### config.mk
export PLATFORM = sky130hd
export DESIGN_NAME = mscc_ram
export DESIGN_NICKNAME = d
export VERILOG_FILES = /design/src/rtl/mscc_ram.sv
export SDC_FILE = /design/constraint.sdc
export NUM_CORES = 1
export LEC_CHECK = 0
export BUFFER_PORTS_ARGS = -buffer_cell sky130_fd_sc_hd__buf_2
export CELL_PAD_IN_SITES_DETAIL_PLACEMENT = 2
export CELL_PAD_IN_SITES_GLOBAL_PLACEMENT = 2
export CORE_MARGIN = 10
export CORE_UTILIZATION = 48
export CTS_BUF_LIST = sky130_fd_sc_hd__clkbuf_8 sky130_fd_sc_hd__clkbuf_16
export DETAILED_ROUTE_END_ITERATION = 7
export PLACE_DENSITY = 0.84
export SYNTH_ARGS = -nofsm -noshare
export SYNTH_HDL_FRONTEND = slang
export SYNTH_SLANG_ARGS = --single-unit
### constraint.sdc
create_clock -name i_clk -period 3.95 [get_ports i_clk]
set_input_delay 0.79 -clock i_clk [delete_from_list [all_inputs] [get_ports i_clk]]
set_output_delay 0.79 -clock i_clk [all_outputs]
set_load 0.005 [all_outputs]
### src/rtl/mscc_ram.sv
`timescale 1ns / 1ps
// ----------------------------------------------------------------------------
// mscc_ram: generic simple dual-port ram
// One write port, one read port with registered read data (read-first).
// ----------------------------------------------------------------------------
module mscc_ram #(
    parameter int unsigned WIDTH = 32,
    parameter int unsigned DEPTH = 32
) (
    input  logic                     i_clk,
    input  logic                     i_we,
    input  logic [$clog2(DEPTH)-1:0] i_waddr,
    input  logic [WIDTH-1:0]         i_wdata,
    input  logic                     i_re,
    input  logic [$clog2(DEPTH)-1:0] i_raddr,
    output logic [WIDTH-1:0]         o_rdata
);

    logic [WIDTH-1:0] r_mem [DEPTH];
    logic [WIDTH-1:0] r_rdata;

    // write port
    always_ff @(posedge i_clk) begin
        if (i_we) begin
            r_mem[i_waddr] <= i_wdata;
        end
    end

    // registered read port, holds while not enabled
    always_ff @(posedge i_clk) begin
        if (i_re) begin
            r_rdata <= r_mem[i_raddr];
        end
    end

    assign o_rdata = r_rdata;

endmodule

==> flow_metrics.py, run 1 <==
metrics = {
    "outcome": {
        "status": "aborted with a tool error",
        "lastStage": "detailed placement",
        "run.stop_error": "[ERROR DPL-0033] detailed placement checks failed during check placement.",
    },
    "synthesis": {
        "seq_area_frac_synth": 0.777,
        "synth_top_area_share": 0.777,
        "synth_area_um2": 40800,
        "syn_area_per_cell_um2": 18.1,
        "syn_inst": 2260,
        "ys_warn_count": 0,
        "syn-num-nets": 2305,
        "yosysTopAreaCell": "edfxtp_1",
        "ys_ff_latch": 1056,
        "ys_types": 24,
        "synth_area_leaders": "edfxtp_1, mux2i_1, a22oi_1",
    },
    "die": {
        "die_w_um": 312,
        "die_y_um": 312,
        "io_pins": 77,
        "start_util": 0.486,
        "rows": 106,
    },
    "placed_design": {
        "portBuffers": 76,
        "detailed_place_hpwl_um": 88500,
        "gp_congestion": 0.804,
    },
}
metrics by stage:
step | std cells | worst slack [ns]
after floorplan | 2260 | 0.726
after global placement | 3442 | 0.708
synth_stat cells:
master and instances:
a21oi_1 96, a22o_1 64, a22oi_1 96, a31oi_1 32, and2_1 1, and2b_1 1
buf_1 5, buf_2 26, buf_4 33, buf_6 15, clkbuf_1 46, clkbuf_4 2
edfxtp_1 1056, mux2i_1 512, nand2_1 98, nand2b_1 2, nand3_1 98, nand3b_1 5
nor2_1 34, nor2b_1 1, nor3_1 32, or2_2 1, or3_1 1, or3b_2 3
cell families after synthesis:
| family | share of synthesized area |
|---|---|
| compound gates | 0.0481 |
| buf+inv | 0.0185 |
| mux | 0.126 |
| flops | 0.777 |
| simple gates | 0.0308 |
==> inputs of run 2 (changes only) <==
Settings changed: CELL_PAD_IN_SITES_DETAIL_PLACEMENT 2 to not set, CELL_PAD_IN_SITES_GLOBAL_PLACEMENT 2 to not set, CORE_UTILIZATION 48 to 40, CTS_BUF_LIST sky130_fd_sc_hd__clkbuf_8 sky130_fd_sc_hd__clkbuf_16 to not set, PLACE_DENSITY 0.84 to not set, PLACE_DENSITY_LB_ADDON set to 0.15.
==> flow_metrics.py, run 2 <==
metrics = {
    "synthesis": {
        "synth_area_um2": 40800,
        "syn-num-nets": 2305,
        "ys_ff_latch": 1056,
        "synth_area_leaders": "edfxtp_1, mux2i_1, a22oi_1",
        "syn_area_per_cell_um2": 18.1,
        "synth_common_cells": "edfxtp_1, mux2i_1, nand2_1, nand3_1",
        "async_reset_ff_frac": 0,
        "synth_edf_count": 1056,
        "syn_inst": 2260,
        "yosysMostFrequentCell": "edfxtp_1",
        "synth_flop_cell": "edfxtp_1",
        "synth_top_area_share": 0.777,
        "yosysTopAreaCell": "edfxtp_1",
        "ys_warn_count": 0,
        "ys_types": 24,
        "seq_area_frac_synth": 0.777,
    },
    "min_path": {
        "whs_endpoint": "r_mem[18][16]$_DFFE_PP_",
        "hold_depth": 1,
        "worstHoldPathType": "input port to flop",
        "min_from": "i_wdata[16]",
    },
    "grt": {
        "grt_pass1_wl_um": 157000,
        "grt_start_max_net_pins": 87,
        "grt_overflow_total": 0,
        "grt_use_total": 0.185,
        "antenna_found_initial": 3,
        "grt_pass1_vias": 21400,
    },
    "routing": {
        "drt_iter0_drc": 2004,
        "final_antenna_net_count": 0,
        "num_vias": 21400,
        "drc": 0,
        "first_pass_iters": 7,
        "wl_per_cell_um": 28.2,
        "vias_per_cell": 5.52,
        "wl_um": 109000,
    },
    "cts": {
        "hold_buffers": 0,
        "cts_root_buf": "clkbuf_16",
        "clkTransAtPathRegs_ns": 0.06,
        "clkLatencyLatePin_ns": 0.68,
        "clockBufferDepth": 3,
        "cts-buffers-inserted": 107,
        "cts_tree": "built",
        "cts_resized": 0,
        "cts_max_level": 3,
        "clkSinkCount": 1056,
        "cts_setup_buffers": 0,
    },
    "placed_design": {
        "portBuffers": 76,
        "dp.cells": 3677,
        "detailed_place_hpwl_um": 61300,
        "gp_congestion": 0.769,
        "pre_cts_ws_ns": 0.726,
    },
    "timing": {
        "fin_setup_tns_ns": 0,
        "layout_setup_ws_ns": 1.42,
        "clock.fmax_ghz": 0.395,
        "worstMarginPinSlew_ns": 1.01,
        "rsz0062_at_grt": "no",
        "skew_ns": 0.0237,
        "slew_headroom": 0.322,
        "fin_crit_sh": 0.641,
        "period_needed_ns": 2.53,
        "finalSetupViolCount": 0,
        "finalMaxSlewViolations": 0,
        "hold_violations": 0,
    },
    "setup_path": {
        "cp.buffers_inverters": 3,
        "critPathTopFamily": "buffers and inverters",
        "crit_cells": 7,
        "cpPeakStageDelay_ns": 0.46,
        "crit_arrival_ns": 2.90,
        "endpoint_kind": "flop",
        "path_class": "input port to flop",
        "crit_chain": "buf_8 > buf_12 > buf_4 > mux2i_1 > nand2_1 > a31oi_1 > nand3_1",
        "regToRegSetupSlack_ns": 2.25,
        "crit_path_start_kind": "input port",
        "worstPathMaxFanout": 59,
        "r2r_start": "r_mem[6][4]$_DFFE_PP_",
        "reg2reg_to": "o_rdata[4]$_DFFE_PP_",
        "r2r.worst_path.cells": 5,
        "cp_slowest_cell": "buf_8",
        "worstPathRequired_ns": 4.31,
    },
    "outcome": {
        "status": "completed",
    },
    "die": {
        "rows": 117,
        "core_um2": 102000,
        "die_y_um": 339,
        "die_area_um2": 115000,
        "start_util": 0.402,
        "io_pins": 77,
        "die_w_um": 339,
    },
    "finish": {
        "fin_util": 0.460,
        "largest_reg_flops": 1024,
        "nFillCells": 8722,
        "fin_nets": 2463,
        "top_register": "r_mem",
        "final_cells": 3868,
        "drive_gt1_frac": 0.143,
        "syn_to_final_growth_pct": 14.6,
        "layout_common_cells": "edfxtp_1, mux2i_1, clkbuf_16, nand3_1, nand2_1",
        "final_common_cell": "edfxtp_1",
    },
    "pwr": {
        "p_leak_nw": 16.1,
        "vdd_drop_max_v": 0.000322,
        "total_power_mw": 23.3,
        "power_density_nw_per_um2": 498,
    },
    "run": {
        "cap_violations": 0,
    },
}
-- run 2: cell families after synthesis --
| kind of cell | count (synthesis) | synth area share |
|---|---|---|
| simple gates | 277 | 0.0308 |
| mux | 512 | 0.126 |
| compound gates | 288 | 0.0481 |
| buf+inv | 127 | 0.0185 |
| flops | 1056 | 0.777 |
-- run 2: how the worst max path moves through the flow --
stage | from | to | slack (ns)
6_report | i_raddr[0] | o_rdata[26]$_DFFE_PP_ | 1.42
5_1_grt | i_raddr[0] | o_rdata[26]$_DFFE_PP_ | 1.30
4_1_cts | i_raddr[0] | o_rdata[26]$_DFFE_PP_ | 1.45
3_5_place_dp | i_raddr[0] | o_rdata[26]$_DFFE_PP_ | 0.73
3_3_place_gp | i_raddr[0] | o_rdata[26]$_DFFE_PP_ | 0.71
2_1_floorplan | i_waddr[1] | r_mem[12][0]$_DFFE_PP_ | 0.73
-- run 2: per-stage QoR --
stage / hold slack, ns / cell area [um^2]
floorplan: 0.629 / 40800
global placement: 0.664 / 43500
detailed placement: 0.665 / 43500
CTS: 0.571 / 46800
global route: 0.610 / 46800
finish: 0.621 / 46800
-- run 2: cell type report --
cell class	count	area, um^2	area share
Multi-Input combinational cell	1077	8610	0.184
Tap cell	1368	1710	0.0366
Sequential cell	1056	31700	0.678
Antenna cell	1	2.50	0.0000535
Timing Repair Buffer	176	1470	0.0314
Clock inverter	60	449	0.00961
Clock buffer	130	2810	0.0600
-- run 2: report_power, final --
part	internal, mW	total, mW	switching (mW)
clock	5.41	9.51	4.11
combinational	0.388	1.21	0.819
sequential	12.5	12.6	0.0523
-- run 2: layer usage --
layer,vias up,share of wire,track usage
met5,-,0.00011,0
met4,2,0.020,0.0462
met3,129,0.047,0.0245
met2,594,0.49,0.308
met1,11300,0.44,0.254
li1,9333,-,-
(Power assumes the default switching activity.)
==> inputs of run 3 (changes only) <==
Clock period 3.95 ns to 2.2 ns, I/O delays scaled along.
==> flow_metrics.py, run 3 (same netlist as run 2, synthesis figures left out) <==
metrics = {
    "run": {
        "cap_violations": 0,
    },
    "cts": {
        "cts_setup_buffers": 0,
        "cts_tree": "built",
        "cts-buffers-inserted": 111,
        "hold_buffers": 0,
        "cts_resized": 0,
        "clkTransAtPathRegs_ns": 0.07,
        "clkLatencyLatePin_ns": 0.69,
        "clkSinkCount": 1056,
        "cts_root_buf": "clkbuf_16",
        "clockBufferDepth": 3,
        "cts_max_level": 3,
    },
    "die": {
        "io_pins": 77,
        "start_util": 0.402,
        "die_y_um": 339,
        "core_um2": 102000,
        "die_area_um2": 115000,
        "rows": 117,
        "die_w_um": 339,
    },
    "finish": {
        "syn_to_final_growth_pct": 19.0,
        "fin_util": 0.478,
        "top_register": "r_mem",
        "multi_input_comb_area_um2": 8610,
        "final_cells": 3968,
        "final_common_cell": "edfxtp_1",
        "drive_gt1_frac": 0.177,
        "fin_nets": 2551,
        "regArea_um2": 31700,
        "postLayoutCellArea_um2": 48600,
        "nFillCells": 8594,
        "largest_reg_flops": 1024,
        "layout_common_cells": "edfxtp_1, mux2i_1, clkbuf_16, nand3_1, nand2_1",
    },
    "timing": {
        "fin_crit_sh": 0.840,
        "fin_setup_tns_ns": 0,
        "slew_headroom": 0.598,
        "layout_setup_ws_ns": 0.351,
        "period_needed_ns": 1.85,
        "finalMaxSlewViolations": 0,
        "hold_ws_ns": 0.162,
        "rsz0062_at_grt": "no",
        "skew_ns": 0.0147,
        "hold_violations": 0,
        "clock.fmax_ghz": 0.541,
        "finalSetupViolCount": 0,
        "worstMarginPinSlew_ns": 0.602,
    },
    "setup_path": {
        "cp_slowest_cell": "edfxtp_1",
        "crit_arrival_ns": 1.41,
        "worstSetupStartpoint": "o_rdata[16]$_DFFE_PP_",
        "crit_path_start_kind": "flop",
        "r2r_start": "r_mem[1][17]$_DFFE_PP_",
        "worstPathMaxFanout": 2,
        "worstPathRequired_ns": 1.76,
        "path_class": "flop to output pin",
        "crit_chain": "buf_2",
        "endpoint_kind": "output pin",
        "cp.buffers_inverters": 1,
        "critPathTopFamily": "flip-flops",
        "cpPeakStageDelay_ns": 0.53,
    },
    "routing": {
        "first_pass_iters": 5,
        "drt_iter0_drc": 1777,
        "drc": 0,
        "num_vias": 21300,
        "final_antenna_net_count": 0,
        "wl_per_cell_um": 27.5,
        "vias_per_cell": 5.37,
        "wl_um": 109000,
    },
    "placed_design": {
        "pre_cts_ws_ns": -0.163,
        "portBuffers": 76,
        "dp.cells": 3761,
        "detailed_place_hpwl_um": 63600,
        "place_area_um2": 45000,
        "gp_congestion": 0.765,
    },
    "grt": {
        "grt_use_total": 0.185,
        "grt_pass1_wl_um": 155000,
        "antenna_found_initial": 13,
        "grt_overflow_total": 0,
        "grt_start_max_net_pins": 36,
        "grt_pass1_vias": 21500,
    },
    "pwr": {
        "p_seq_frac": 0.521,
        "total_power_mw": 43.3,
        "power_switching_mw": 9.05,
        "vdd_drop_max_v": 0.000589,
        "power_frac_clock": 0.426,
        "p_leak_nw": 17.0,
        "intPower_mw": 34.3,
        "power_density_nw_per_um2": 892,
        "pwr-share-comb": 0.053,
        "swShare": 0.209,
    },
    "outcome": {
        "status": "completed",
    },
    "min_path": {
        "min_from": "i_re",
        "worstHoldPathType": "input port to flop",
    },
}
## run 3: final timing paths
check,end,slack [ns],cells after the start
worst min register to register,o_rdata[30]$_DFFE_PP_,0.67,4
worst max register to register,o_rdata[17]$_DFFE_PP_,0.56,6
worst min-delay path,o_rdata[3]$_DFFE_PP_,0.16,1
worst max-delay path,o_rdata[16],0.35,1
## run 3: routing by layer
metal,vias up,share of wire,track usage
met3,163,0.053,0.0323
met4,14,0.023,0.0531
met2,561,0.49,0.311
met1,11000,0.43,0.245
met5,-,0.00089,0
li1,9531,-,-
## run 3: final cells by class
class	instances	share of cell area
tap	1368	0.0352
clock buffer	136	0.0604
timing repair buffer	260	0.0604
antenna	2	0.000103
multi-input combinational	1077	0.177
sequential	1056	0.653
clock inverter	69	0.0138
## run 3: worst register-to-register path: cells and delay by family, from the launching register on
| kind | cells | cell delay [ns] |
|---|---|---|
| buffers and inverters | 1 | 0.20 |
| muxes | 1 | 0.16 |
| and+or+nand+nor | 2 | 0.25 |
| AOI/OAI and AO/OA | 2 | 0.40 |
| DFF | 1 | 0.37 |
## run 3: power groups by stage
| stage | clock, mW | combinational, mW | sequential, mW |
|---|---|---|---|
| 2_1_floorplan | 0 | 1.17 | 22.9 |
| 3_3_place_gp | 0 | 2.28 | 23.0 |
| 3_5_place_dp | 0 | 2.31 | 23.0 |
| 4_1_cts | 18.8 | 2.31 | 22.6 |
| 5_1_grt | 19.7 | 2.45 | 22.6 |
| 6_report | 18.5 | 2.28 | 22.6 |
