==> src/rtl/mscc_pkg.sv <==
`timescale 1ns / 1ps
// ----------------------------------------------------------------------------
// mscc_pkg: shared types and constants of the single-cycle mips core
// Instruction encodings, the execute result bundle and the register file
// reset values.
// ----------------------------------------------------------------------------
package mscc_pkg;

    typedef logic [31:0] t_word;
    typedef logic [4:0]  t_reg_idx;

    // kind of load that finishes in write-back
    typedef enum logic [1:0] {
        LD_NONE,
        LD_WORD,
        LD_BYTE,
        LD_HALF
    } t_ld_kind;

    // primary opcodes
    localparam logic [5:0] OP_SPECIAL = 6'h00;
    localparam logic [5:0] OP_J       = 6'h02;
    localparam logic [5:0] OP_JAL     = 6'h03;
    localparam logic [5:0] OP_BEQ     = 6'h04;
    localparam logic [5:0] OP_BNE     = 6'h05;
    localparam logic [5:0] OP_ADDI    = 6'h08;
    localparam logic [5:0] OP_ADDIU   = 6'h09;
    localparam logic [5:0] OP_SLTI    = 6'h0a;
    localparam logic [5:0] OP_SLTIU   = 6'h0b;
    localparam logic [5:0] OP_ANDI    = 6'h0c;
    localparam logic [5:0] OP_ORI     = 6'h0d;
    localparam logic [5:0] OP_LUI     = 6'h0f;
    localparam logic [5:0] OP_LW      = 6'h23;
    localparam logic [5:0] OP_LBU     = 6'h24;
    localparam logic [5:0] OP_LHU     = 6'h25;
    localparam logic [5:0] OP_SW      = 6'h2b;

    // function codes of the special opcode
    localparam logic [5:0] FN_SLL  = 6'h00;
    localparam logic [5:0] FN_SRL  = 6'h02;
    localparam logic [5:0] FN_JR   = 6'h08;
    localparam logic [5:0] FN_ADD  = 6'h20;
    localparam logic [5:0] FN_ADDU = 6'h21;
    localparam logic [5:0] FN_SUB  = 6'h22;
    localparam logic [5:0] FN_SUBU = 6'h23;
    localparam logic [5:0] FN_AND  = 6'h24;
    localparam logic [5:0] FN_OR   = 6'h25;
    localparam logic [5:0] FN_NOR  = 6'h27;
    localparam logic [5:0] FN_SLT  = 6'h2a;
    localparam logic [5:0] FN_SLTU = 6'h2b;

    // fixed addresses and registers
    localparam t_word    PC_HALT     = 32'hffff_ffff;
    localparam t_word    SP_RESET    = 32'h0100_0000;
    localparam t_word    RA_RESET    = 32'hffff_ffff;
    localparam t_word    REGION_MASK = 32'hf000_0000;
    localparam t_reg_idx REG_SP      = 5'd29;
    localparam t_reg_idx REG_RA      = 5'd31;

    // what one instruction does, as seen after execute
    typedef struct packed {
        t_word     npc;
        logic      reg_wr;
        t_reg_idx  reg_idx;
        t_word     reg_val;
        t_ld_kind  ld_kind;
        logic      mem_wr;
        logic [29:0] mem_word;
        t_word     mem_val;
    } t_exec;

    // register contents right after reset
    function automatic t_word rf_reset_value(input t_reg_idx idx);
        t_word val;
        case (idx)
            REG_SP:  val = SP_RESET;
            REG_RA:  val = RA_RESET;
            default: val = '0;
        endcase
        return val;
    endfunction

endpackage

==> src/rtl/mscc_alu.sv <==
`timescale 1ns / 1ps
// ----------------------------------------------------------------------------
// mscc_alu: execute stage
// Decodes one instruction and works out the next pc, register result,
// load kind and store request from the operand values.
// ----------------------------------------------------------------------------
module mscc_alu (
    input  mscc_pkg::t_word i_instr,
    input  mscc_pkg::t_word i_pc,
    input  mscc_pkg::t_word i_rs_val,
    input  mscc_pkg::t_word i_rt_val,
    output mscc_pkg::t_exec o_exec
);
    import mscc_pkg::*;

    logic [5:0] w_op;
    logic [5:0] w_fn;
    logic [4:0] w_sh;
    t_reg_idx   w_rt;
    t_reg_idx   w_rd;
    t_word      w_zimm;
    t_word      w_simm;
    t_word      w_seq;
    t_word      w_jtarget;
    t_word      w_btarget;
    t_word      w_addr;

    // field split
    assign w_op      = i_instr[31:26];
    assign w_fn      = i_instr[5:0];
    assign w_sh      = i_instr[10:6];
    assign w_rt      = i_instr[20:16];
    assign w_rd      = i_instr[15:11];
    assign w_zimm    = {16'b0, i_instr[15:0]};
    assign w_simm    = {{16{i_instr[15]}}, i_instr[15:0]};
    assign w_seq     = i_pc + 32'd4;
    assign w_jtarget = {w_seq[31:28], i_instr[25:0], 2'b00};
    assign w_btarget = w_seq + {w_simm[29:0], 2'b00};
    assign w_addr    = i_rs_val + w_simm;

    // decode and execute
    always_comb begin
        t_exec ex;
        ex          = '0;
        ex.npc      = w_seq;
        ex.ld_kind  = LD_NONE;
        ex.mem_word = w_addr[31:2];
        case (w_op)
            OP_SPECIAL: begin
                ex.reg_wr  = 1'b1;
                ex.reg_idx = w_rd;
                case (w_fn)
                    FN_ADD, FN_ADDU: ex.reg_val = i_rs_val + i_rt_val;
                    FN_SUB, FN_SUBU: ex.reg_val = i_rs_val - i_rt_val;
                    FN_AND:  ex.reg_val = i_rs_val & i_rt_val;
                    FN_OR:   ex.reg_val = i_rs_val | i_rt_val;
                    FN_NOR:  ex.reg_val = ~(i_rs_val | i_rt_val);
                    FN_SLT:  ex.reg_val = {31'b0, $signed(i_rs_val) < $signed(i_rt_val)};
                    FN_SLTU: ex.reg_val = {31'b0, i_rs_val < i_rt_val};
                    FN_SLL:  ex.reg_val = i_rt_val << w_sh;
                    FN_SRL:  ex.reg_val = i_rt_val >> w_sh;
                    FN_JR: begin
                        ex.reg_wr = 1'b0;
                        ex.npc    = i_rs_val;
                    end
                    default: ex.reg_wr = 1'b0;
                endcase
            end
            OP_ADDI, OP_ADDIU: begin
                ex.reg_wr  = 1'b1;
                ex.reg_idx = w_rt;
                ex.reg_val = w_addr;
            end
            OP_SLTI: begin
                ex.reg_wr  = 1'b1;
                ex.reg_idx = w_rt;
                ex.reg_val = {31'b0, $signed(i_rs_val) < $signed(w_simm)};
            end
            OP_SLTIU: begin
                ex.reg_wr  = 1'b1;
                ex.reg_idx = w_rt;
                ex.reg_val = {31'b0, i_rs_val < w_simm};
            end
            OP_ANDI: begin
                ex.reg_wr  = 1'b1;
                ex.reg_idx = w_rt;
                ex.reg_val = i_rs_val & w_zimm;
            end
            OP_ORI: begin
                ex.reg_wr  = 1'b1;
                ex.reg_idx = w_rt;
                ex.reg_val = i_rs_val | w_zimm;
            end
            OP_LUI: begin
                ex.reg_wr  = 1'b1;
                ex.reg_idx = w_rt;
                ex.reg_val = {i_instr[15:0], 16'b0};
            end
            OP_LW, OP_LBU, OP_LHU: begin
                ex.reg_wr  = 1'b1;
                ex.reg_idx = w_rt;
                case (w_op)
                    OP_LBU:  ex.ld_kind = LD_BYTE;
                    OP_LHU:  ex.ld_kind = LD_HALF;
                    default: ex.ld_kind = LD_WORD;
                endcase
            end
            OP_SW: begin
                ex.mem_wr  = 1'b1;
                ex.mem_val = i_rt_val;
            end
            OP_BEQ: begin
                if (i_rs_val == i_rt_val) begin
                    ex.npc = w_btarget;
                end
            end
            OP_BNE: begin
                if (i_rs_val != i_rt_val) begin
                    ex.npc = w_btarget;
                end
            end
            OP_J: ex.npc = w_jtarget;
            OP_JAL: begin
                ex.npc     = w_jtarget;
                ex.reg_wr  = 1'b1;
                ex.reg_idx = REG_RA;
                ex.reg_val = w_seq;
            end
            default: ex.reg_wr = 1'b0;
        endcase

        // r0 is never written
        if (ex.reg_idx == '0) begin
            ex.reg_wr = 1'b0;
        end
        if (!ex.reg_wr) begin
            ex.reg_idx = '0;
            ex.reg_val = '0;
            ex.ld_kind = LD_NONE;
        end

        // once halted the instruction is ignored
        if (i_pc == PC_HALT) begin
            ex         = '0;
            ex.npc     = PC_HALT;
            ex.ld_kind = LD_NONE;
        end
        o_exec = ex;
    end

endmodule

==> config.mk <==
export PLATFORM = sky130hd
export DESIGN_NAME = mscc_alu
export DESIGN_NICKNAME = d
export VERILOG_FILES = /design/src/rtl/mscc_pkg.sv /design/src/rtl/mscc_alu.sv
export SDC_FILE = /design/constraint.sdc
export NUM_CORES = 1
export LEC_CHECK = 0
export BUFFER_PORTS_ARGS = -buffer_cell sky130_fd_sc_hd__buf_2
export CAP_MARGIN = 20
export CORE_ASPECT_RATIO = 1.1
export CORE_MARGIN = 10
export CORE_UTILIZATION = 30
export DETAILED_ROUTE_END_ITERATION = 10
export GPL_TIMING_DRIVEN = 1
export PLACE_DENSITY = 0.44
export SYNTH_ARGS = -nofsm -noshare
export SYNTH_HDL_FRONTEND = slang
export SYNTH_SLANG_ARGS = --single-unit
==> constraint.sdc <==
create_clock -name vclk -period 4.7
set_input_delay 0.47 -clock vclk [all_inputs]
set_output_delay 0.47 -clock vclk [all_outputs]
set_load 0.02 [all_outputs]
# After elaboration in Yosys (flattened, before gate mapping)
# Cells that the tools add are included.
# word_totals
regBits	0
input_bits	128
out_inout_bits	135
elab_cells	72
# op_classes
add_sub_neg	5
order_cmp	4
n_eq_ne	29
shifts	2
mux	16
bitwise	5
n_reduce_logical	11
# ops
cell	n
32-bit case mux with 9 select lines	1
32-bit case mux with 8 select lines	1
135-bit 2-to-1 mux	1
32-bit 2-to-1 mux	4
32-bit case mux with 4 select lines	1
32-bit adder	3
32-bit less-than comparator	3
6-bit equality test (second input constant)	13
6-bit by 4-bit equality test with 1-bit output (second input constant)	8
39-bit 2-to-1 mux	1
32-bit by 3-bit adder with 32-bit output (second input constant)	1
32-bit by 16-bit AND with 32-bit output	1
32-bit AND	1
32-bit equality test	1
32-bit equality test (second input constant)	1
32-bit by 16-bit less-than comparator with 1-bit output	1
32-bit inequality test	1
32-bit inverter	1
32-bit by 16-bit OR with 32-bit output	1
32-bit OR	1
32-bit by 5-bit << shifter with 32-bit output	1
32-bit by 5-bit right shift with 32-bit output	1
32-bit subtractor	1
11-bit OR reduction	2
other kinds (12)	21

# Depth between registers and ports, before layout
# logic_depth
word_depth	7
mapped_depth	19

# Worst setup path before layout
# OpenSTA, ideal clock, no wires.
# synth_path
path_kind	input port to output port
start	input port i_instr[1]
end	output port o_exec[82] in the netlist's numbering
arrival_time_ns	4.050
setup_slack_ns	0.180
path_stages	16
n_path_buf	4
cell_sequence	buf_2 inv_1 clkbuf_1 buf_1 clkbuf_1 ha_1 a211o_1 a2111oi_4 o21a_1 o21ba_2 o21ai_2 a2111o_1 nand2_1 xnor2_1 a221oi_1 nor2_1
# synth_rtl
item	line_no	source
from (decl)	mscc_alu.sv:8	input mscc_pkg::t_word i_instr,
to (decl)	mscc_alu.sv:12	output mscc_pkg::t_exec o_exec

==> tab_implementation.tex <==
\begin{tabular}{lr}
\hline
Metric & Value \\
\hline
\multicolumn{2}{l}{\textbf{Timing}} \\
Final setup slack of the worst path & 0.0624 ns \\
Clock period minus worst slack & between 4 and 5 ns \\
Final hold violation count & 0 \\
F\_max & 0.216 GHz \\
Max-slew violations & 0 \\
Slew at the pin closest to its max-slew limit & between 0.8 and 0.9 ns \\
Tcrit/Tclk final & 0.987 \\
Max-slew headroom & 0.408 \\
RSZ-0062 raised after global routing & no \\
Final setup fails & 0 \\
\multicolumn{2}{l}{\textbf{Critical path}} \\
Maximum fanout count along the critical path & 4 \\
Stage delay of the slowest cell on the critical path & 0.54 ns \\
Sum of buffers and inverters on the critical path & 3 \\
Standard cell with the maximum stage delay on the critical path & sky130\_fd\_sc\_hd\_\_a2111oi\_0 \\
Delay-heaviest family, CP & compound AO/OA/AOI/OAI gates \\
Worst EP arrival & 4.17 ns \\
Critical path startpoint & i\_rs\_val[0] \\
Worst setup EP type & output pin \\
Cell Chain, Critical Path & buf\_2, ha\_1, fa\_1, a21oi\_1, o2bb2ai\_1, o22ai\_1, o311ai\_1, a31oi\_1, nor2\_1, a22oi\_1, nor2\_1, a2111oi\_0, buf\_4, a21oi\_1, buf\_2 \\
Startpoint-to-endpoint class of the critical path & in -> out \\
CP Launch Type & input pin \\
Number of gates on the worst path with buffers counted & 15 \\
Critical path required time & between 4 and 5 ns \\
\multicolumn{2}{l}{\textbf{Hold path}} \\
Worst Hold Path EP & o\_exec[5] \\
Hold Path Origin & i\_rt\_val[5] \\
Hold Crit Depth & 3 \\
Type of the worst min-delay path & in -> out \\
\multicolumn{2}{l}{\textbf{Die}} \\
Area enclosed by the die boundary & approximately 60000 sq um \\
Boundary pin count & between 200 and 300 \\
Height of the die & roughly 260 um \\
Initial core utilization & 0.304 \\
Area inside the core boundary & $\sim$50000 sq um \\
Rows & between 80 and 90 \\
Die Wd & 235 um \\
\multicolumn{2}{l}{\textbf{Power and ir drop}} \\
Power Total & about 2.4 mW \\
Clk network pwr share & 0 \\
Max VDD drop & a little under 0.07 mV \\
Part of the power in registers & 0 \\
Logic pwr share & 1.000 \\
Internal power & about 870 uW \\
Switching share of power & 0.635 \\
Leakage power total & between 8 and 9 nW \\
Power per cell area & 125 nW/um\^{}2 \\
NetSw & approximately 1.5 mW \\
\multicolumn{2}{l}{\textbf{Job}} \\
Number of max-cap violations & 0 \\
\multicolumn{2}{l}{\textbf{Route}} \\
Routed WL per cell & about 28 um \\
DR vias/cell & 6.07 \\
First-pass detailed-route iteration total & 6 \\
Detailed-route via count & 20.1k \\
Number of nets still failing antenna checks after routing & 0 \\
First-iteration detailed-routing DRC count & 2248 \\
DRC Markers & 0 \\
Total wirelength of the detailed-routed design & 93000 um \\
\multicolumn{2}{l}{\textbf{Cells and area}} \\
Area occupied by registers & 0 sq um \\
Number of clock-tree buffers in the layout & 0 \\
Filler cell count & between 5k and 6k \\
Signed area change from the synthesized netlist to the final layout & 23.5\% \\
Number of sequential storage elements & 0 \\
Most frequent standard cell in the layout excluding fill and tap cells & sky130\_fd\_sc\_hd\_\_buf\_2 \\
Most frequent cells in the layout & sky130\_fd\_sc\_hd\_\_buf\_2, sky130\_fd\_sc\_hd\_\_buf\_4, sky130\_fd\_sc\_hd\_\_nor2\_1 \\
Ratio of cells with drive above 1 in the final layout & 0.233 \\
Net count reported at finish & roughly 3k \\
\multicolumn{2}{l}{\textbf{Synth}} \\
Post-synthesis instance area & approximately 15000 sq um \\
Yosys warning count & 0 \\
Synthesized netlist net count & 2619 \\
Number of distinct library cells after synthesis & between 90 and 100 \\
Synthesized area per cell & 6.71 sq um \\
Mapped Cells & 2282 \\
Sequential-to-total area share from yosys stat & 0 \\
\multicolumn{2}{l}{\textbf{CTS}} \\
Hold buffer count at cts & 0 \\
\multicolumn{2}{l}{\textbf{Global routing}} \\
Vias in the first global route & 19.7k \\
First-pass GRT wire length & approximately 130000 um \\
Total congestion overflow & 0 \\
Maximum number of pins on one net before global-route repair & 90 \\
GRT Total Usage & 0.286 \\
Initial antenna violation count & 6 \\
\multicolumn{2}{l}{\textbf{Placed design}} \\
Post-DP HPWL & 78000 um \\
Number of input and output port buffers inserted & roughly 260 \\
Gpl congestion & 0.972 \\
Worst setup slack after placement & -0.0939 ns \\
\multicolumn{2}{l}{\textbf{Run status}} \\
Result of the run & complete, no violations \\
\hline
\end{tabular}
-- worst max-delay path by stage --
stage | end | slack, ns
6_report | o_exec[91] | 0.06
5_1_grt | o_exec[134] | 0.001
3_3_place_gp | o_exec[134] | -0.03
4_1_cts | o_exec[134] | 0.0003
3_5_place_dp | o_exec[134] | -0.09
2_1_floorplan | o_exec[82] | 0.18
-- synth_stat cells (8+ instances only) --
| cell | number | area share |
|---|---|---|
| sky130_fd_sc_hd__nand2b_1 | 29 | 0.012 |
| sky130_fd_sc_hd__a21oi_1 | 204 | 0.067 |
| sky130_fd_sc_hd__o21ai_1 | 9 | 0.0029 |
| sky130_fd_sc_hd__xor2_1 | 48 | 0.027 |
| sky130_fd_sc_hd__a31oi_1 | 25 | 0.010 |
| sky130_fd_sc_hd__or2_2 | 13 | 0.0053 |
| sky130_fd_sc_hd__nand4_1 | 30 | 0.012 |
| sky130_fd_sc_hd__or3_1 | 15 | 0.0061 |
| sky130_fd_sc_hd__and2_1 | 43 | 0.018 |
| sky130_fd_sc_hd__a221oi_1 | 38 | 0.022 |
| sky130_fd_sc_hd__and3_1 | 16 | 0.0065 |
| sky130_fd_sc_hd__o21a_1 | 17 | 0.0083 |
| sky130_fd_sc_hd__a222oi_1 | 24 | 0.016 |
| sky130_fd_sc_hd__nor4_1 | 17 | 0.0069 |
| sky130_fd_sc_hd__o211ai_1 | 19 | 0.0093 |
| sky130_fd_sc_hd__nor2b_1 | 32 | 0.013 |
| sky130_fd_sc_hd__nand3_1 | 54 | 0.018 |
| sky130_fd_sc_hd__o31ai_1 | 16 | 0.0078 |
| sky130_fd_sc_hd__ha_1 | 205 | 0.17 |
| sky130_fd_sc_hd__buf_2 | 34 | 0.011 |
| sky130_fd_sc_hd__mux2i_1 | 62 | 0.041 |
| sky130_fd_sc_hd__nor3_1 | 50 | 0.016 |
| sky130_fd_sc_hd__o311ai_0 | 9 | 0.0051 |
| sky130_fd_sc_hd__nand2_1 | 166 | 0.041 |
| sky130_fd_sc_hd__inv_1 | 142 | 0.035 |
| sky130_fd_sc_hd__a211o_1 | 14 | 0.0080 |
| sky130_fd_sc_hd__clkbuf_1 | 97 | 0.024 |
| sky130_fd_sc_hd__buf_1 | 19 | 0.0047 |
| sky130_fd_sc_hd__o2111ai_1 | 8 | 0.0046 |
| sky130_fd_sc_hd__o22ai_1 | 30 | 0.012 |
| sky130_fd_sc_hd__o21ai_0 | 160 | 0.052 |
| sky130_fd_sc_hd__nor2_1 | 238 | 0.058 |
| sky130_fd_sc_hd__mux4_2 | 22 | 0.032 |
| sky130_fd_sc_hd__a211oi_1 | 28 | 0.014 |
| sky130_fd_sc_hd__o221ai_1 | 27 | 0.015 |
| sky130_fd_sc_hd__xnor2_1 | 88 | 0.050 |
| sky130_fd_sc_hd__or4_1 | 9 | 0.0044 |
| sky130_fd_sc_hd__a221o_1 | 21 | 0.014 |
| sky130_fd_sc_hd__a21o_1 | 37 | 0.018 |
| sky130_fd_sc_hd__a22oi_1 | 23 | 0.011 |
| sky130_fd_sc_hd__o21bai_1 | 26 | 0.013 |
-- final cells by class --
type / count / area [sq um] / share of cell area
inverters: 146 / 548 / 0.0290
multi-input cells: 1984 / 14200 / 0.752
well taps: 660 / 826 / 0.0437
repair buffers: 518 / 3300 / 0.175
diodes: 3 / 7.51 / 0.000397
-- metal layers --
metal / track usage / part of all wire / vias to the layer above / routed length [um]
li1: - / - / 9214 / -
met1: 0.382 / 0.44 / 9811 / 40900
met2: 0.479 / 0.46 / 957 / 43200
met3: 0.0342 / 0.069 / 120 / 6470
met4: 0.0629 / 0.026 / 6 / 2430
met5: 0 / 0.00040 / - / 37
-- cells by family (layout without fill, tap and decap cells) --
kind of cell / count (synthesis) / count (layout) / share of synthesized area
xor+xnor: 136 / 136 / 0.0778
buf+inv: 298 / 664 / 0.0761
simple gates: 739 / 739 / 0.234
mux: 91 / 91 / 0.0780
other cells: 0 / 3 / 0
compound gates: 809 / 809 / 0.361
fa+ha+maj: 209 / 209 / 0.173
-- timing repair --
item / 4_1_cts / 5_1_grt
buffers inserted: 0 / 1
endpoints found under the setup margin: 1 / 9
resized for setup: 2 / 14
gates cloned: 0 / 0
pin swaps: 1 / 6
-- power by group through the flow --
| stage | Clock [mW] | Combinational (mW) | Sequential, mW |
|---|---|---|---|
| floorplan | 0 | 1.37 | 0 |
| global placement | 0 | 2.33 | 0 |
| detailed placement | 0 | 2.31 | 0 |
| CTS | 0 | 2.32 | 0 |
| global route | 0.0000000284 | 2.53 | 0 |
| finish | 0.0000000854 | 2.37 | 0 |
-- per-stage QoR --
step           area [sq um]   util  setup TNS (ns)  hold slack [ns]  std cells
2_1_floorplan         15300      -               0             1.12       2282
3_3_place_gp          18800  0.374         -0.0305             1.36       3307
3_5_place_dp          18800  0.374         -0.0939             1.37       3307
4_1_cts               18800  0.374               0             1.37       3307
5_1_grt               18900  0.375               0             1.39       3309
6_report              18900  0.376               0             1.36       3311
(Power assumes the default switching activity.)
